===== src/rtl/ppd_pkg.sv =====
// ---------------------------------------------------------------------------
// ppd_pkg: shared definitions for the ping-pong receive drain control
// Widths, codes, payload structs and the window-to-quarter helper.
// ---------------------------------------------------------------------------
package ppd_pkg;

    // Sizes and limits
    localparam int unsigned CHUNK_LIMIT  = 4096;
    localparam int unsigned MAX_WINDOW   = 65536;
    localparam int unsigned MIN_WINDOW   = 256;
    localparam int unsigned WINDOW_RESET = 4096;

    // Field widths
    localparam int unsigned WIN_W  = 17;
    localparam int unsigned PTR_W  = 16;
    localparam int unsigned LEN_W  = 13;
    localparam int unsigned MODE_W = 2;
    localparam int unsigned KIND_W = 2;
    localparam int unsigned Q_W    = 15;   // quarter window, up to 16384
    localparam int unsigned CYC_W  = 16;   // drain cycle, up to 32768

    // Offset re-wrap after a window change: one quotient bit per cycle
    localparam int unsigned RED_STEPS = 9;
    localparam int unsigned RED_CNT_W = 4;
    localparam int unsigned RED_SH_W  = CYC_W + RED_STEPS - 1;

    // Register port
    localparam int unsigned ADDR_W = 3;
    localparam int unsigned DATA_W = 32;
    localparam logic [0:0]  REG_WINDOW = 1'b0;

    // Receive modes
    localparam logic [MODE_W-1:0] MODE_IDLE     = 2'd0;
    localparam logic [MODE_W-1:0] MODE_LISTEN   = 2'd1;
    localparam logic [MODE_W-1:0] MODE_OVERFLOW = 2'd2;

    // Rewrite kinds
    localparam logic [KIND_W-1:0] KIND_NONE     = 2'd0;
    localparam logic [KIND_W-1:0] KIND_INIT     = 2'd1;
    localparam logic [KIND_W-1:0] KIND_OVF_RST  = 2'd2;
    localparam logic [KIND_W-1:0] KIND_REFILL   = 2'd3;

    typedef struct packed {
        logic [PTR_W-1:0]  prime_ptr;
        logic [PTR_W-1:0]  prime_len;
        logic [PTR_W-1:0]  alt_ptr;
        logic [PTR_W-1:0]  alt_len;
        logic [MODE_W-1:0] rx_mode;
    } ppd_snap_t;

    typedef struct packed {
        logic [PTR_W-1:0]  read_addr;
        logic [LEN_W-1:0]  first_len;
        logic [PTR_W-1:0]  flip_addr;
        logic [LEN_W-1:0]  flip_len;
        logic [KIND_W-1:0] rewrite_kind;
        logic [PTR_W-1:0]  new_prime_ptr;
        logic [PTR_W-1:0]  new_prime_len;
        logic [PTR_W-1:0]  new_alt_ptr;
        logic [PTR_W-1:0]  new_alt_len;
        logic [MODE_W-1:0] new_mode;
        logic              fault;
    } ppd_result_t;

    typedef struct packed {
        logic             we;
        logic [CYC_W-1:0] value;
    } ppd_off_upd_t;

    // Saturate to 256..65536, round down to 256, then take a quarter.
    function automatic logic [Q_W-1:0] quarter_of(input logic [WIN_W-1:0] w);
        logic [WIN_W-1:0] e;
        if (w < WIN_W'(MIN_WINDOW)) begin
            e = WIN_W'(MIN_WINDOW);
        end else if (w > WIN_W'(MAX_WINDOW)) begin
            e = WIN_W'(MAX_WINDOW);
        end else begin
            e = w;
        end
        e[7:0] = 8'h00;
        return e[WIN_W-1:2];
    endfunction

endpackage


===== src/rtl/ppd_regs.sv =====
// ---------------------------------------------------------------------------
// ppd_regs: register port
// Holds window_size and the derived quarter size; flags window writes.
// ---------------------------------------------------------------------------
module ppd_regs (
    input  logic                        aclk,
    input  logic                        aresetn,
    input  logic                        psel,
    input  logic                        penable,
    input  logic                        pwrite,
    input  logic [ppd_pkg::ADDR_W-1:0]  paddr,
    input  logic [ppd_pkg::DATA_W-1:0]  pwdata,
    output logic [ppd_pkg::DATA_W-1:0]  prdata,
    output logic                        pready,
    output logic [ppd_pkg::Q_W-1:0]     quarter,
    output logic                        window_wr
);
    import ppd_pkg::*;

    logic [WIN_W-1:0] window_reg;
    logic [Q_W-1:0]   quarter_reg;
    logic             hit;

    assign pready    = 1'b1;
    assign hit       = (paddr[ADDR_W-1:2] == REG_WINDOW);
    assign window_wr = psel && penable && pwrite && pready && hit;
    assign quarter   = quarter_reg;

    always_ff @(posedge aclk) begin
        if (!aresetn) begin
            window_reg  <= WIN_W'(WINDOW_RESET);
            quarter_reg <= quarter_of(WIN_W'(WINDOW_RESET));
        end else if (window_wr) begin
            window_reg  <= pwdata[WIN_W-1:0];
            quarter_reg <= quarter_of(pwdata[WIN_W-1:0]);
        end
    end

    always_comb begin
        prdata = '0;
        if (hit) begin
            prdata = DATA_W'(window_reg);
        end
    end

endmodule


===== src/rtl/ppd_offset.sv =====
// ---------------------------------------------------------------------------
// ppd_offset: drain offset register
// Keeps the offset; re-wraps it into a new drain cycle by shift-subtract.
// ---------------------------------------------------------------------------
module ppd_offset (
    input  logic                        aclk,
    input  logic                        aresetn,
    input  logic                        start,
    input  logic [ppd_pkg::Q_W-1:0]     quarter,
    input  ppd_pkg::ppd_off_upd_t       upd,
    output logic [ppd_pkg::CYC_W-1:0]   offset,
    output logic                        busy
);
    import ppd_pkg::*;

    logic [CYC_W-1:0]     off_reg,  off_next;
    logic                 busy_reg, busy_next;
    logic [RED_CNT_W-1:0] cnt_reg,  cnt_next;
    logic [RED_SH_W-1:0]  div_sh;

    assign div_sh = RED_SH_W'({quarter, 1'b0}) << cnt_reg;
    assign offset = off_reg;
    assign busy   = busy_reg;

    always_comb begin
        off_next  = off_reg;
        busy_next = busy_reg;
        cnt_next  = cnt_reg;
        if (start) begin
            busy_next = 1'b1;
            cnt_next  = RED_CNT_W'(RED_STEPS - 1);
        end else if (busy_reg) begin
            if (RED_SH_W'(off_reg) >= div_sh) begin
                off_next = off_reg - div_sh[CYC_W-1:0];
            end
            if (cnt_reg == '0) begin
                busy_next = 1'b0;
            end else begin
                cnt_next = cnt_reg - 1'b1;
            end
        end else if (upd.we) begin
            off_next = upd.value;
        end
    end

    always_ff @(posedge aclk) begin
        if (!aresetn) begin
            off_reg  <= '0;
            busy_reg <= 1'b0;
            cnt_reg  <= '0;
        end else begin
            off_reg  <= off_next;
            busy_reg <= busy_next;
            cnt_reg  <= cnt_next;
        end
    end

endmodule


===== src/rtl/ppd_step.sv =====
// ---------------------------------------------------------------------------
// ppd_step: per-snapshot decision logic
// Reads, rewrite choice, consistency checks and next drain offset.
// ---------------------------------------------------------------------------
module ppd_step (
    input  ppd_pkg::ppd_snap_t          snap,
    input  logic [ppd_pkg::Q_W-1:0]     quarter,
    input  logic [ppd_pkg::CYC_W-1:0]   offset,
    output ppd_pkg::ppd_result_t        res,
    output ppd_pkg::ppd_off_upd_t       upd
);
    import ppd_pkg::*;

    logic [CYC_W-1:0] cyc;
    logic [PTR_W:0]   ep, ea;
    logic             ep_q, ep_c, ea_q, ea_c, ea_zero;
    logic             rh, rrh, unread, fault;
    logic [Q_W-1:0]   rho, base_rh, base_ot, nb;
    logic [PTR_W-1:0] d_rh, d_ot;
    logic [Q_W-1:0]   rl_raw, rlf_raw;
    logic [CYC_W-1:0] raw_sum;
    logic [LEN_W-1:0] rl_c, rlf_c;
    logic [CYC_W:0]   nsum;
    logic [CYC_W-1:0] noff;
    ppd_result_t      body;

    always_comb begin
        cyc     = {quarter, 1'b0};
        ep      = {1'b0, snap.prime_ptr} + {1'b0, snap.prime_len};
        ea      = {1'b0, snap.alt_ptr} + {1'b0, snap.alt_len};
        ep_q    = (ep == (PTR_W+1)'(quarter));
        ep_c    = (ep == (PTR_W+1)'(cyc));
        ea_q    = (ea == (PTR_W+1)'(quarter));
        ea_c    = (ea == (PTR_W+1)'(cyc));
        ea_zero = (ea == '0);

        // which half the offset sits in
        rh      = (offset >= CYC_W'(quarter));
        rho     = rh ? Q_W'(offset - CYC_W'(quarter)) : offset[Q_W-1:0];
        base_rh = rh ? quarter : '0;
        base_ot = rh ? '0 : quarter;
        d_rh    = snap.prime_ptr - PTR_W'(base_rh);
        d_ot    = snap.prime_ptr - PTR_W'(base_ot);

        fault   = 1'b0;
        rl_raw  = '0;
        rlf_raw = '0;
        if (!ep_q && !ep_c) fault = 1'b1;
        if (ep == ea) fault = 1'b1;
        if (!ea_zero && !ea_q && !ea_c) fault = 1'b1;

        if (ea_zero) begin
            // alternate unset: finish this half, then the other up to the pointer
            if (rh != ep_q) fault = 1'b1;
            rl_raw = quarter - rho;
            if (snap.prime_ptr < PTR_W'(base_ot) || d_ot > PTR_W'(quarter)) begin
                fault = 1'b1;
            end else begin
                rlf_raw = d_ot[Q_W-1:0];
            end
        end else begin
            if (rh == ep_q) fault = 1'b1;
            if (snap.prime_ptr < PTR_W'(base_rh) || d_rh < PTR_W'(rho)
                    || d_rh > PTR_W'(quarter)) begin
                fault = 1'b1;
            end else begin
                rl_raw = Q_W'(d_rh - PTR_W'(rho));
            end
        end

        // cap both reads together at the chunk limit
        raw_sum = CYC_W'(rl_raw) + CYC_W'(rlf_raw);
        if (rl_raw > Q_W'(CHUNK_LIMIT)) begin
            rl_c  = LEN_W'(CHUNK_LIMIT);
            rlf_c = '0;
        end else if (raw_sum > CYC_W'(CHUNK_LIMIT)) begin
            rl_c  = rl_raw[LEN_W-1:0];
            rlf_c = LEN_W'(Q_W'(CHUNK_LIMIT) - rl_raw);
        end else begin
            rl_c  = rl_raw[LEN_W-1:0];
            rlf_c = rlf_raw[LEN_W-1:0];
        end

        if (snap.rx_mode == MODE_OVERFLOW && snap.prime_len != '0) fault = 1'b1;

        nsum = (CYC_W+1)'(offset) + (CYC_W+1)'(rl_c) + (CYC_W+1)'(rlf_c);
        if (nsum >= (CYC_W+1)'(cyc)) begin
            nsum = nsum - (CYC_W+1)'(cyc);
        end
        noff   = nsum[CYC_W-1:0];
        rrh    = (noff >= CYC_W'(quarter));
        unread = (!rrh && ep_c) || (rrh && ep_q);
        nb     = ep_c ? '0 : quarter;

        body               = '0;
        body.read_addr     = offset;
        body.first_len     = rl_c;
        body.flip_addr     = PTR_W'(base_ot);
        body.flip_len      = rlf_c;
        body.rewrite_kind  = KIND_NONE;
        body.new_prime_ptr = snap.prime_ptr;
        body.new_prime_len = snap.prime_len;
        body.new_alt_ptr   = snap.alt_ptr;
        body.new_alt_len   = snap.alt_len;
        body.new_mode      = snap.rx_mode;

        if (unread) begin
            if (!ea_zero) fault = 1'b1;
        end else if (snap.rx_mode == MODE_OVERFLOW) begin
            body.rewrite_kind  = KIND_OVF_RST;
            body.new_prime_ptr = PTR_W'(nb);
            body.new_prime_len = PTR_W'(quarter);
            body.new_alt_ptr   = '0;
            body.new_alt_len   = '0;
            body.new_mode      = MODE_LISTEN;
        end else if (ea_zero) begin
            if (snap.rx_mode != MODE_LISTEN) fault = 1'b1;
            body.rewrite_kind = KIND_REFILL;
            body.new_alt_ptr  = PTR_W'(nb);
            body.new_alt_len  = PTR_W'(quarter);
        end

        res       = '0;
        upd.we    = 1'b0;
        upd.value = '0;
        if (snap.rx_mode == MODE_IDLE) begin
            res.rewrite_kind  = KIND_INIT;
            res.new_prime_len = PTR_W'(quarter);
            res.new_alt_ptr   = PTR_W'(quarter);
            res.new_alt_len   = PTR_W'(quarter);
            res.new_mode      = MODE_LISTEN;
            upd.we            = 1'b1;
        end else if (fault) begin
            res.fault = 1'b1;
        end else begin
            res       = body;
            upd.we    = 1'b1;
            upd.value = noff;
        end
    end

endmodule


===== src/rtl/ping_pong_rx_drain_control_top.sv =====
// ---------------------------------------------------------------------------
// ping_pong_rx_drain_control_top: ping-pong receive drain control
// Turns receiver register snapshots into drain reads and register rewrites.
// ---------------------------------------------------------------------------
// A word accepted into the input stage is registered in the result stage
// before it is offered on m_. Throughput: one word per cycle unless m_ready
// or a re-wrap holds it off; the drain offset moves as each word moves on.
// A window_size write holds s_ready low while the offset is re-wrapped into
// the new drain cycle (9 shift-subtract steps). Reset (aresetn low,
// synchronous): both stages empty, offset 0, window_size 4096.
module ping_pong_rx_drain_control_top (
    input  logic                        aclk,
    input  logic                        aresetn,
    // APB-style register port
    input  logic                        psel,
    input  logic                        penable,
    input  logic                        pwrite,
    input  logic [ppd_pkg::ADDR_W-1:0]  paddr,
    input  logic [ppd_pkg::DATA_W-1:0]  pwdata,
    output logic [ppd_pkg::DATA_W-1:0]  prdata,
    output logic                        pready,
    // snapshot input
    input  logic                        s_valid,
    output logic                        s_ready,
    input  logic [ppd_pkg::PTR_W-1:0]   s_prime_ptr,
    input  logic [ppd_pkg::PTR_W-1:0]   s_prime_len,
    input  logic [ppd_pkg::PTR_W-1:0]   s_alt_ptr,
    input  logic [ppd_pkg::PTR_W-1:0]   s_alt_len,
    input  logic [ppd_pkg::MODE_W-1:0]  s_rx_mode,
    // result output
    output logic                        m_valid,
    input  logic                        m_ready,
    output logic [ppd_pkg::PTR_W-1:0]   m_read_addr,
    output logic [ppd_pkg::LEN_W-1:0]   m_first_len,
    output logic [ppd_pkg::PTR_W-1:0]   m_flip_addr,
    output logic [ppd_pkg::LEN_W-1:0]   m_flip_len,
    output logic [ppd_pkg::KIND_W-1:0]  m_rewrite_kind,
    output logic [ppd_pkg::PTR_W-1:0]   m_new_prime_ptr,
    output logic [ppd_pkg::PTR_W-1:0]   m_new_prime_len,
    output logic [ppd_pkg::PTR_W-1:0]   m_new_alt_ptr,
    output logic [ppd_pkg::PTR_W-1:0]   m_new_alt_len,
    output logic [ppd_pkg::MODE_W-1:0]  m_new_mode,
    output logic                        m_fault
);
    import ppd_pkg::*;

    logic [Q_W-1:0]   quarter;
    logic             window_wr;
    logic [CYC_W-1:0] offset;
    logic             busy;

    // input stage
    ppd_snap_t   snap_reg;
    logic        in_vld_reg;
    // result stage
    ppd_result_t res_reg;
    logic        out_vld_reg;

    ppd_result_t  step_res;
    ppd_off_upd_t step_upd;
    ppd_off_upd_t off_upd;
    logic         advance;
    logic         s_take;

    ppd_regs u_regs (
        .aclk      (aclk),
        .aresetn   (aresetn),
        .psel      (psel),
        .penable   (penable),
        .pwrite    (pwrite),
        .paddr     (paddr),
        .pwdata    (pwdata),
        .prdata    (prdata),
        .pready    (pready),
        .quarter   (quarter),
        .window_wr (window_wr)
    );

    // Result stage frees up when empty or being taken this cycle.
    assign advance = in_vld_reg && (!out_vld_reg || m_ready);
    // Input stage takes a word when empty or moving on; held off while the
    // offset is being re-wrapped after a window change.
    assign s_ready = !busy && !window_wr && (!in_vld_reg || advance);
    assign s_take  = s_valid && s_ready;

    ppd_step u_step (
        .snap    (snap_reg),
        .quarter (quarter),
        .offset  (offset),
        .res     (step_res),
        .upd     (step_upd)
    );

    // offset only moves when the word actually goes through to the result stage
    always_comb begin
        off_upd    = step_upd;
        off_upd.we = step_upd.we && advance;
    end

    ppd_offset u_offset (
        .aclk    (aclk),
        .aresetn (aresetn),
        .start   (window_wr),
        .quarter (quarter),
        .upd     (off_upd),
        .offset  (offset),
        .busy    (busy)
    );

    always_ff @(posedge aclk) begin
        if (!aresetn) begin
            in_vld_reg  <= 1'b0;
            out_vld_reg <= 1'b0;
        end else begin
            if (s_take) begin
                in_vld_reg <= 1'b1;
            end else if (advance) begin
                in_vld_reg <= 1'b0;
            end
            if (advance) begin
                out_vld_reg <= 1'b1;
            end else if (m_ready) begin
                out_vld_reg <= 1'b0;
            end
        end
    end

    // payload registers, no reset
    always_ff @(posedge aclk) begin
        if (s_take) begin
            snap_reg.prime_ptr <= s_prime_ptr;
            snap_reg.prime_len <= s_prime_len;
            snap_reg.alt_ptr   <= s_alt_ptr;
            snap_reg.alt_len   <= s_alt_len;
            snap_reg.rx_mode   <= s_rx_mode;
        end
        if (advance) begin
            res_reg <= step_res;
        end
    end

    assign m_valid         = out_vld_reg;
    assign m_read_addr     = res_reg.read_addr;
    assign m_first_len     = res_reg.first_len;
    assign m_flip_addr     = res_reg.flip_addr;
    assign m_flip_len      = res_reg.flip_len;
    assign m_rewrite_kind  = res_reg.rewrite_kind;
    assign m_new_prime_ptr = res_reg.new_prime_ptr;
    assign m_new_prime_len = res_reg.new_prime_len;
    assign m_new_alt_ptr   = res_reg.new_alt_ptr;
    assign m_new_alt_len   = res_reg.new_alt_len;
    assign m_new_mode      = res_reg.new_mode;
    assign m_fault         = res_reg.fault;

endmodule


===== config.mk =====
export PLATFORM = sky130hd
export DESIGN_NAME = ping_pong_rx_drain_control_top
export DESIGN_NICKNAME = d
export VERILOG_FILES = /design/src/rtl/ppd_pkg.sv /design/src/rtl/ppd_regs.sv /design/src/rtl/ppd_offset.sv /design/src/rtl/ppd_step.sv /design/src/rtl/ping_pong_rx_drain_control_top.sv
export SDC_FILE = /design/constraint.sdc
export NUM_CORES = 1
export LEC_CHECK = 0
export ABC_CLOCK_PERIOD_IN_PS = 38600
export BUFFER_PORTS_ARGS = -buffer_cell sky130_fd_sc_hd__buf_2
export CORE_ASPECT_RATIO = 0.9
export CORE_MARGIN = 2
export CORE_UTILIZATION = 50
export DETAILED_ROUTE_END_ITERATION = 7
export GPL_TIMING_DRIVEN = 1
export HOLD_SLACK_MARGIN = 0.1
export PLACE_DENSITY = 0.71
export SYNTH_ARGS = -nofsm -noshare
export SYNTH_HDL_FRONTEND = slang
export SYNTH_SLANG_ARGS = --single-unit

===== constraint.sdc =====
create_clock -name aclk -period 38.6 [get_ports aclk]
set_input_delay 7.72 -clock aclk [delete_from_list [all_inputs] [get_ports aclk]]
set_output_delay 7.72 -clock aclk [all_outputs]
set_load 0.05 [all_outputs]

Yosys cells after proc, flatten, opt, wreduce, memory -nomap -nowiden
Cells that the tools add are included.
Storage, ports and cells
  register bits: 242
  input port bits: 108
Cells by class
  add/subtract/negate cells: 14
  $lt $le $gt $ge: 13
  equal/unequal tests: 11
  shift-type cells: 1
  multiplexer cells: 55
  bitwise operators: 4
  reductions and logical operators: 44
Operators with widths (count)
  $mux 67: 2
  $mux 15: 8
  $mux 32: 3
  $mux 16: 5
  $mux 17: 4
  $mux 49: 1
  $lt 16x15->1: 3
  $sub 15x15->15: 3
  $mux 13: 3
  $add 16x16->17: 2
  $eq 17x15->1: 2
  $eq 17x16->1: 2
  $ge 16x15->1: 2
  $gt 16x15->1: 2
  $sub 16x15->16: 2
  $sub 16x16->16: 2
  $ge 16x24->1: 1
  $shl 16x4->24: 1
  $mux 1: 23
  $add 16x13->17: 1
  $add 17x13->17: 1
  $eq 17x17->1: 1
  $ge 17x16->1: 1
  $gt 17x17->1 const B: 1
  26 further kinds: 66

Longest topological paths before layout
  depth after elaboration: 25
  mapped depth: 77

Hierarchy
A second synthesis with hierarchy kept.
Unflattened totals
  cells, all modules: 2749
  area, all modules: 23745.3 um^2
By module, submodules not included
  ppd_step: instances 1, cells each 2046, area each 13928.4 um^2
  ping_pong_rx_drain_control_top: instances 1, cells each 205, area each 5900.7 um^2
  ppd_offset: instances 1, cells each 339, area each 2562.5 um^2
  ppd_regs: instances 1, cells each 159, area each 1353.8 um^2

Least setup slack after synthesis
OpenSTA, ideal clock, no wires.
  kind: input -> output
  from: input port penable
  to: output port s_ready
  arrival: 9161 ps
  required time: 30880 ps
  slack: 21719 ps
  cell stages on the path: 2
  path buffers: 0
  cells stage by stage: and4b_1 > a211oi_1
Between the ends
  word-level cells in the longest chain between the ends: 6
RTL lines
  start, declared: RTL line ping_pong_rx_drain_control_top.sv:16  | input logic penable,
  $logic_and 1x1->1 (3 in series): RTL line ppd_regs.sv:26  | assign window_wr = psel && penable && pwrite && pready && hit;
  $logic_not 1->1: RTL line ping_pong_rx_drain_control_top.sv:83  | assign s_ready = !busy && !window_wr && (!in_vld_reg || advance);
  $logic_and 1x1->1 (2 in series): RTL line ping_pong_rx_drain_control_top.sv:83
  end, declared: RTL line ping_pong_rx_drain_control_top.sv:24  | output logic s_ready,
Every way passes these cells.

==> run_results.csv <==
group,metric,value,unit
timing,worst_slew_pin_slew,1280,ps
clocking,ctsResizeCount,0,
worst_setup_path,cp.required,38980,ps
worst_setup_path,cpMostUsedCell,"ha_1",
placed_design,io_buffers,229,
synth,ys_types,95,
synth,synth.avg_cell_area,9.19,µm²
routing,drt_iter0_markers,1457,
worst_setup_path,crit_type,"reg -> reg",
synth,async_flop_share,0,%
timing,fin_setup_tns,0,ps
placed_design,dp_hpwl,44900,µm
hold_path,min_path_type,"reg -> reg",
timing,grt_setup_unrepaired,"no",
routing,wl,59700,µm
synth,yosys-top-cells-area,"edfxtp_1 29%, ha_1 11%, dfxtp_1 5.2%",
die,num_rows,67,
power,seqPwrFrac,30.0,%
routing,wl_per_cell,21.6,µm
synth,synth.most_common_cell,"edfxtp_1",
synth,synth_edf_count,186,
power,p_leak,8.75,nW
routing,vias,17000,
synth,syn_inst,2064,
timing,fmax,53.3,MHz
worst_setup_path,start_kind,"register",
power,internal_power,0.000588,W
timing,finClkSkew,8.46,ps
clocking,clock_latency,550,ps
routing,drc,0,
timing,hold_violations,0,
power,switchingPower,0.000394,W
worst_setup_path,crit_slowest_cell,"nor3_2",
job,cap_violations,0,
worst_setup_path,critical_path.max_stage_delay,1050,ps
timing,relSlewSlack,14.0,%
synth,ys_top_cells_by_count,"186 x edfxtp_1, 173 x nor2_1, 161 x ha_1, 160 x nand2_1, 158 x a21oi_1",
die,fp.coreArea,0.0373,mm²
die,die_w,209,µm
synth,ys_warn_count,0,
clocking,cts_buffers,25,
layout,stdcell_area,0.0213,mm²
global_route,grt_remaining_overflow,0,
timing,maxSlewViolCount,0,
power,vdd_drop_max,0.0355,mV
power,switching_share,40.1,%
timing,fin_crit_sh,48.6,%
global_route,antenna_found_initial,3,
global_route,grt_max_degree,68,
worst_setup_path,cp_max_fo,18,
synth,ys_ff_latch,235,
run_status,status,"completed",
placed_design,place_area,0.0205,mm²
layout,area_growth,12.4,%
worst_setup_path,arrival,19140,ps
clocking,cts_sinks,235,
worst_setup_path,r2r_setup_slack,19840,ps
global_route,grt_pass1_wl,91700,µm
synth,ys_seq_area_share,34.6,%
worst_setup_path,critPathLaunch,"u_regs.quarter[8]",
routing,dr.pass1.iters,6,
timing,setup_viol,0,
layout,nNetsFinal,2549,
clocking,tritoncts,"done",
worst_setup_path,r2r-start,"u_regs.quarter[8]",
layout,drive_above_1_share,15.5,%
die,dieArea,0.0395,mm²
clocking,cts.htree.levels,1,
synth,netlist.area_leader.share,29.5,%
global_route,grt_pass1_vias,15800,
routing,routed_via_density,6.14,
hold_path,hold_path.startpoint,"u_regs.window_reg[4]",
worst_setup_path,crit_path_end_kind,"register",
power,power_frac_comb,46.8,%
layout,largest_reg_flops,66,
power,p_per_area,46.1,mW/mm²
timing,fin_crit,18760,ps
synth,syn-cell-area,0.0190,mm²
die,initial_utilization,50.8,%
clocking,hold_buffers,0,
clocking,clockBufferDepth,3,
clocking,path_clk_slew,60,ps
routing,postRouteAntennaNets,0,
synth,synth_top_area_cell,"edfxtp_1",
synth,synthFlopType,"edfxtp_1",
layout,fillers,3306,
clocking,clockRootBuffer,"clkbuf_16",
global_route,track_usage,29.7,%
power,clkPwrFrac,23.3,%
die,top_level_ports,270,
placed_design,place_congestion,0.981,
die,die_h,189,µm
clocking,postCtsSetupBuffers,0,
==> routing by layer <==
metal	vias up	wire (µm)	global-route usage, %
li1	7981	-	-
met1	8093	27000	43.2
met2	768	25700	45.4
met3	118	5270	5.15
met4	2	1660	8.13
met5	-	11	0
==> path summary, 6_finish.rpt <==
| path | endpoint | cells past startpoint |
|---|---|---|
| max reg2reg | m_flip_len[6] | 64 |
| min reg2reg | u_regs.window_reg[4] | 2 |
| min | u_regs.window_reg[4] | 2 |
| max | m_flip_len[6] | 64 |
==> logic make-up (layout without fill, tap and decap cells) <==
| kind of cell | count (synthesis) | after routing | synth area share (%) |
|---|---|---|---|
| flip-flops | 235 | 235 | 34.6 |
| buffers and inverters | 213 | 405 | 4.77 |
| XOR/XNOR | 151 | 151 | 7.63 |
| multiplexers | 18 | 18 | 1.17 |
| AND/OR/NAND/NOR | 717 | 717 | 19.2 |
| other | 2 | 24 | 0.0396 |
| AO/OA/AOI/OAI | 543 | 543 | 19.5 |
| adder cells (fa/ha/maj) | 185 | 185 | 13.1 |
==> layout make-up <==
class	count	area [µm²]	share of cell area (%)
multi-input cells	1637	11600	54.5
flip-flops and latches	235	6570	30.8
repair buffers	263	1400	6.58
clock buffers	36	688	3.23
well taps	483	604	2.84
inverters	96	360	1.69
clock inverters	10	75.1	0.352
diodes	1	2.50	0.0117
==> cells in the final DEF, fill, tap and decap left out, types with 16 or more instances in the layout <==
cell       netlist  routed
a211oi_1        31      31
a21o_1          36      36
a21oi_1        158     157
a22o_1          28      28
a31oi_1         18      18
and2_1          36      35
and3_1          34      34
buf_2           11     229
buf_4           24      34
clkbuf_16        0      26
conb_1           2      23
dfxtp_1         49      49
edfxtp_1       186     186
fa_1            22      22
ha_1           161     161
inv_1           94      94
nand2_1        160     160
nand2b_1        16      16
nand3_1         45      45
nand4_1         27      27
nor2_1         173     172
nor2b_1         41      40
nor3_1          71      70
nor4_1          21      21
o211ai_1        28      28
o21a_1          29      29
o21ai_0         85      85
or3_1           21      20
xnor2_1        103     103
xor2_1          39      39
==> power groups by stage <==
stage	clock [W]	sequential, W	combinational, W
detailed placement	0	0.000299	0.000450
global route	0.000241	0.000295	0.000503
finish	0.000229	0.000294	0.000459
global placement	0	0.000299	0.000440
floorplan	0	0.000313	0.000323
CTS	0.000233	0.000294	0.000453
==> critical path: cells and delay by family, from the launching register on <==
family | cells | cell delay [ps]
compound gates | 23 | 6490
simple gates | 21 | 6380
flops | 1 | 310
xor+xnor | 2 | 230
mux | 2 | 670
fa+ha+maj | 10 | 3020
buf+inv | 6 | 1430
==> per-stage QoR <==
step	total power [W]	hold WS, ps	util, %	setup slack [ps]	std cells
after floorplan	0.000636	430	-	21720	2085
after global placement	0.000739	439	55.1	20420	2714
after detailed placement	0.000749	446	55.1	20310	2714
after CTS	0.000980	454	57.1	20190	2760
after global routing	0.00104	484	57.1	18340	2760
final	0.000982	454	57.1	19840	2761
(Power assumes the default switching activity.)
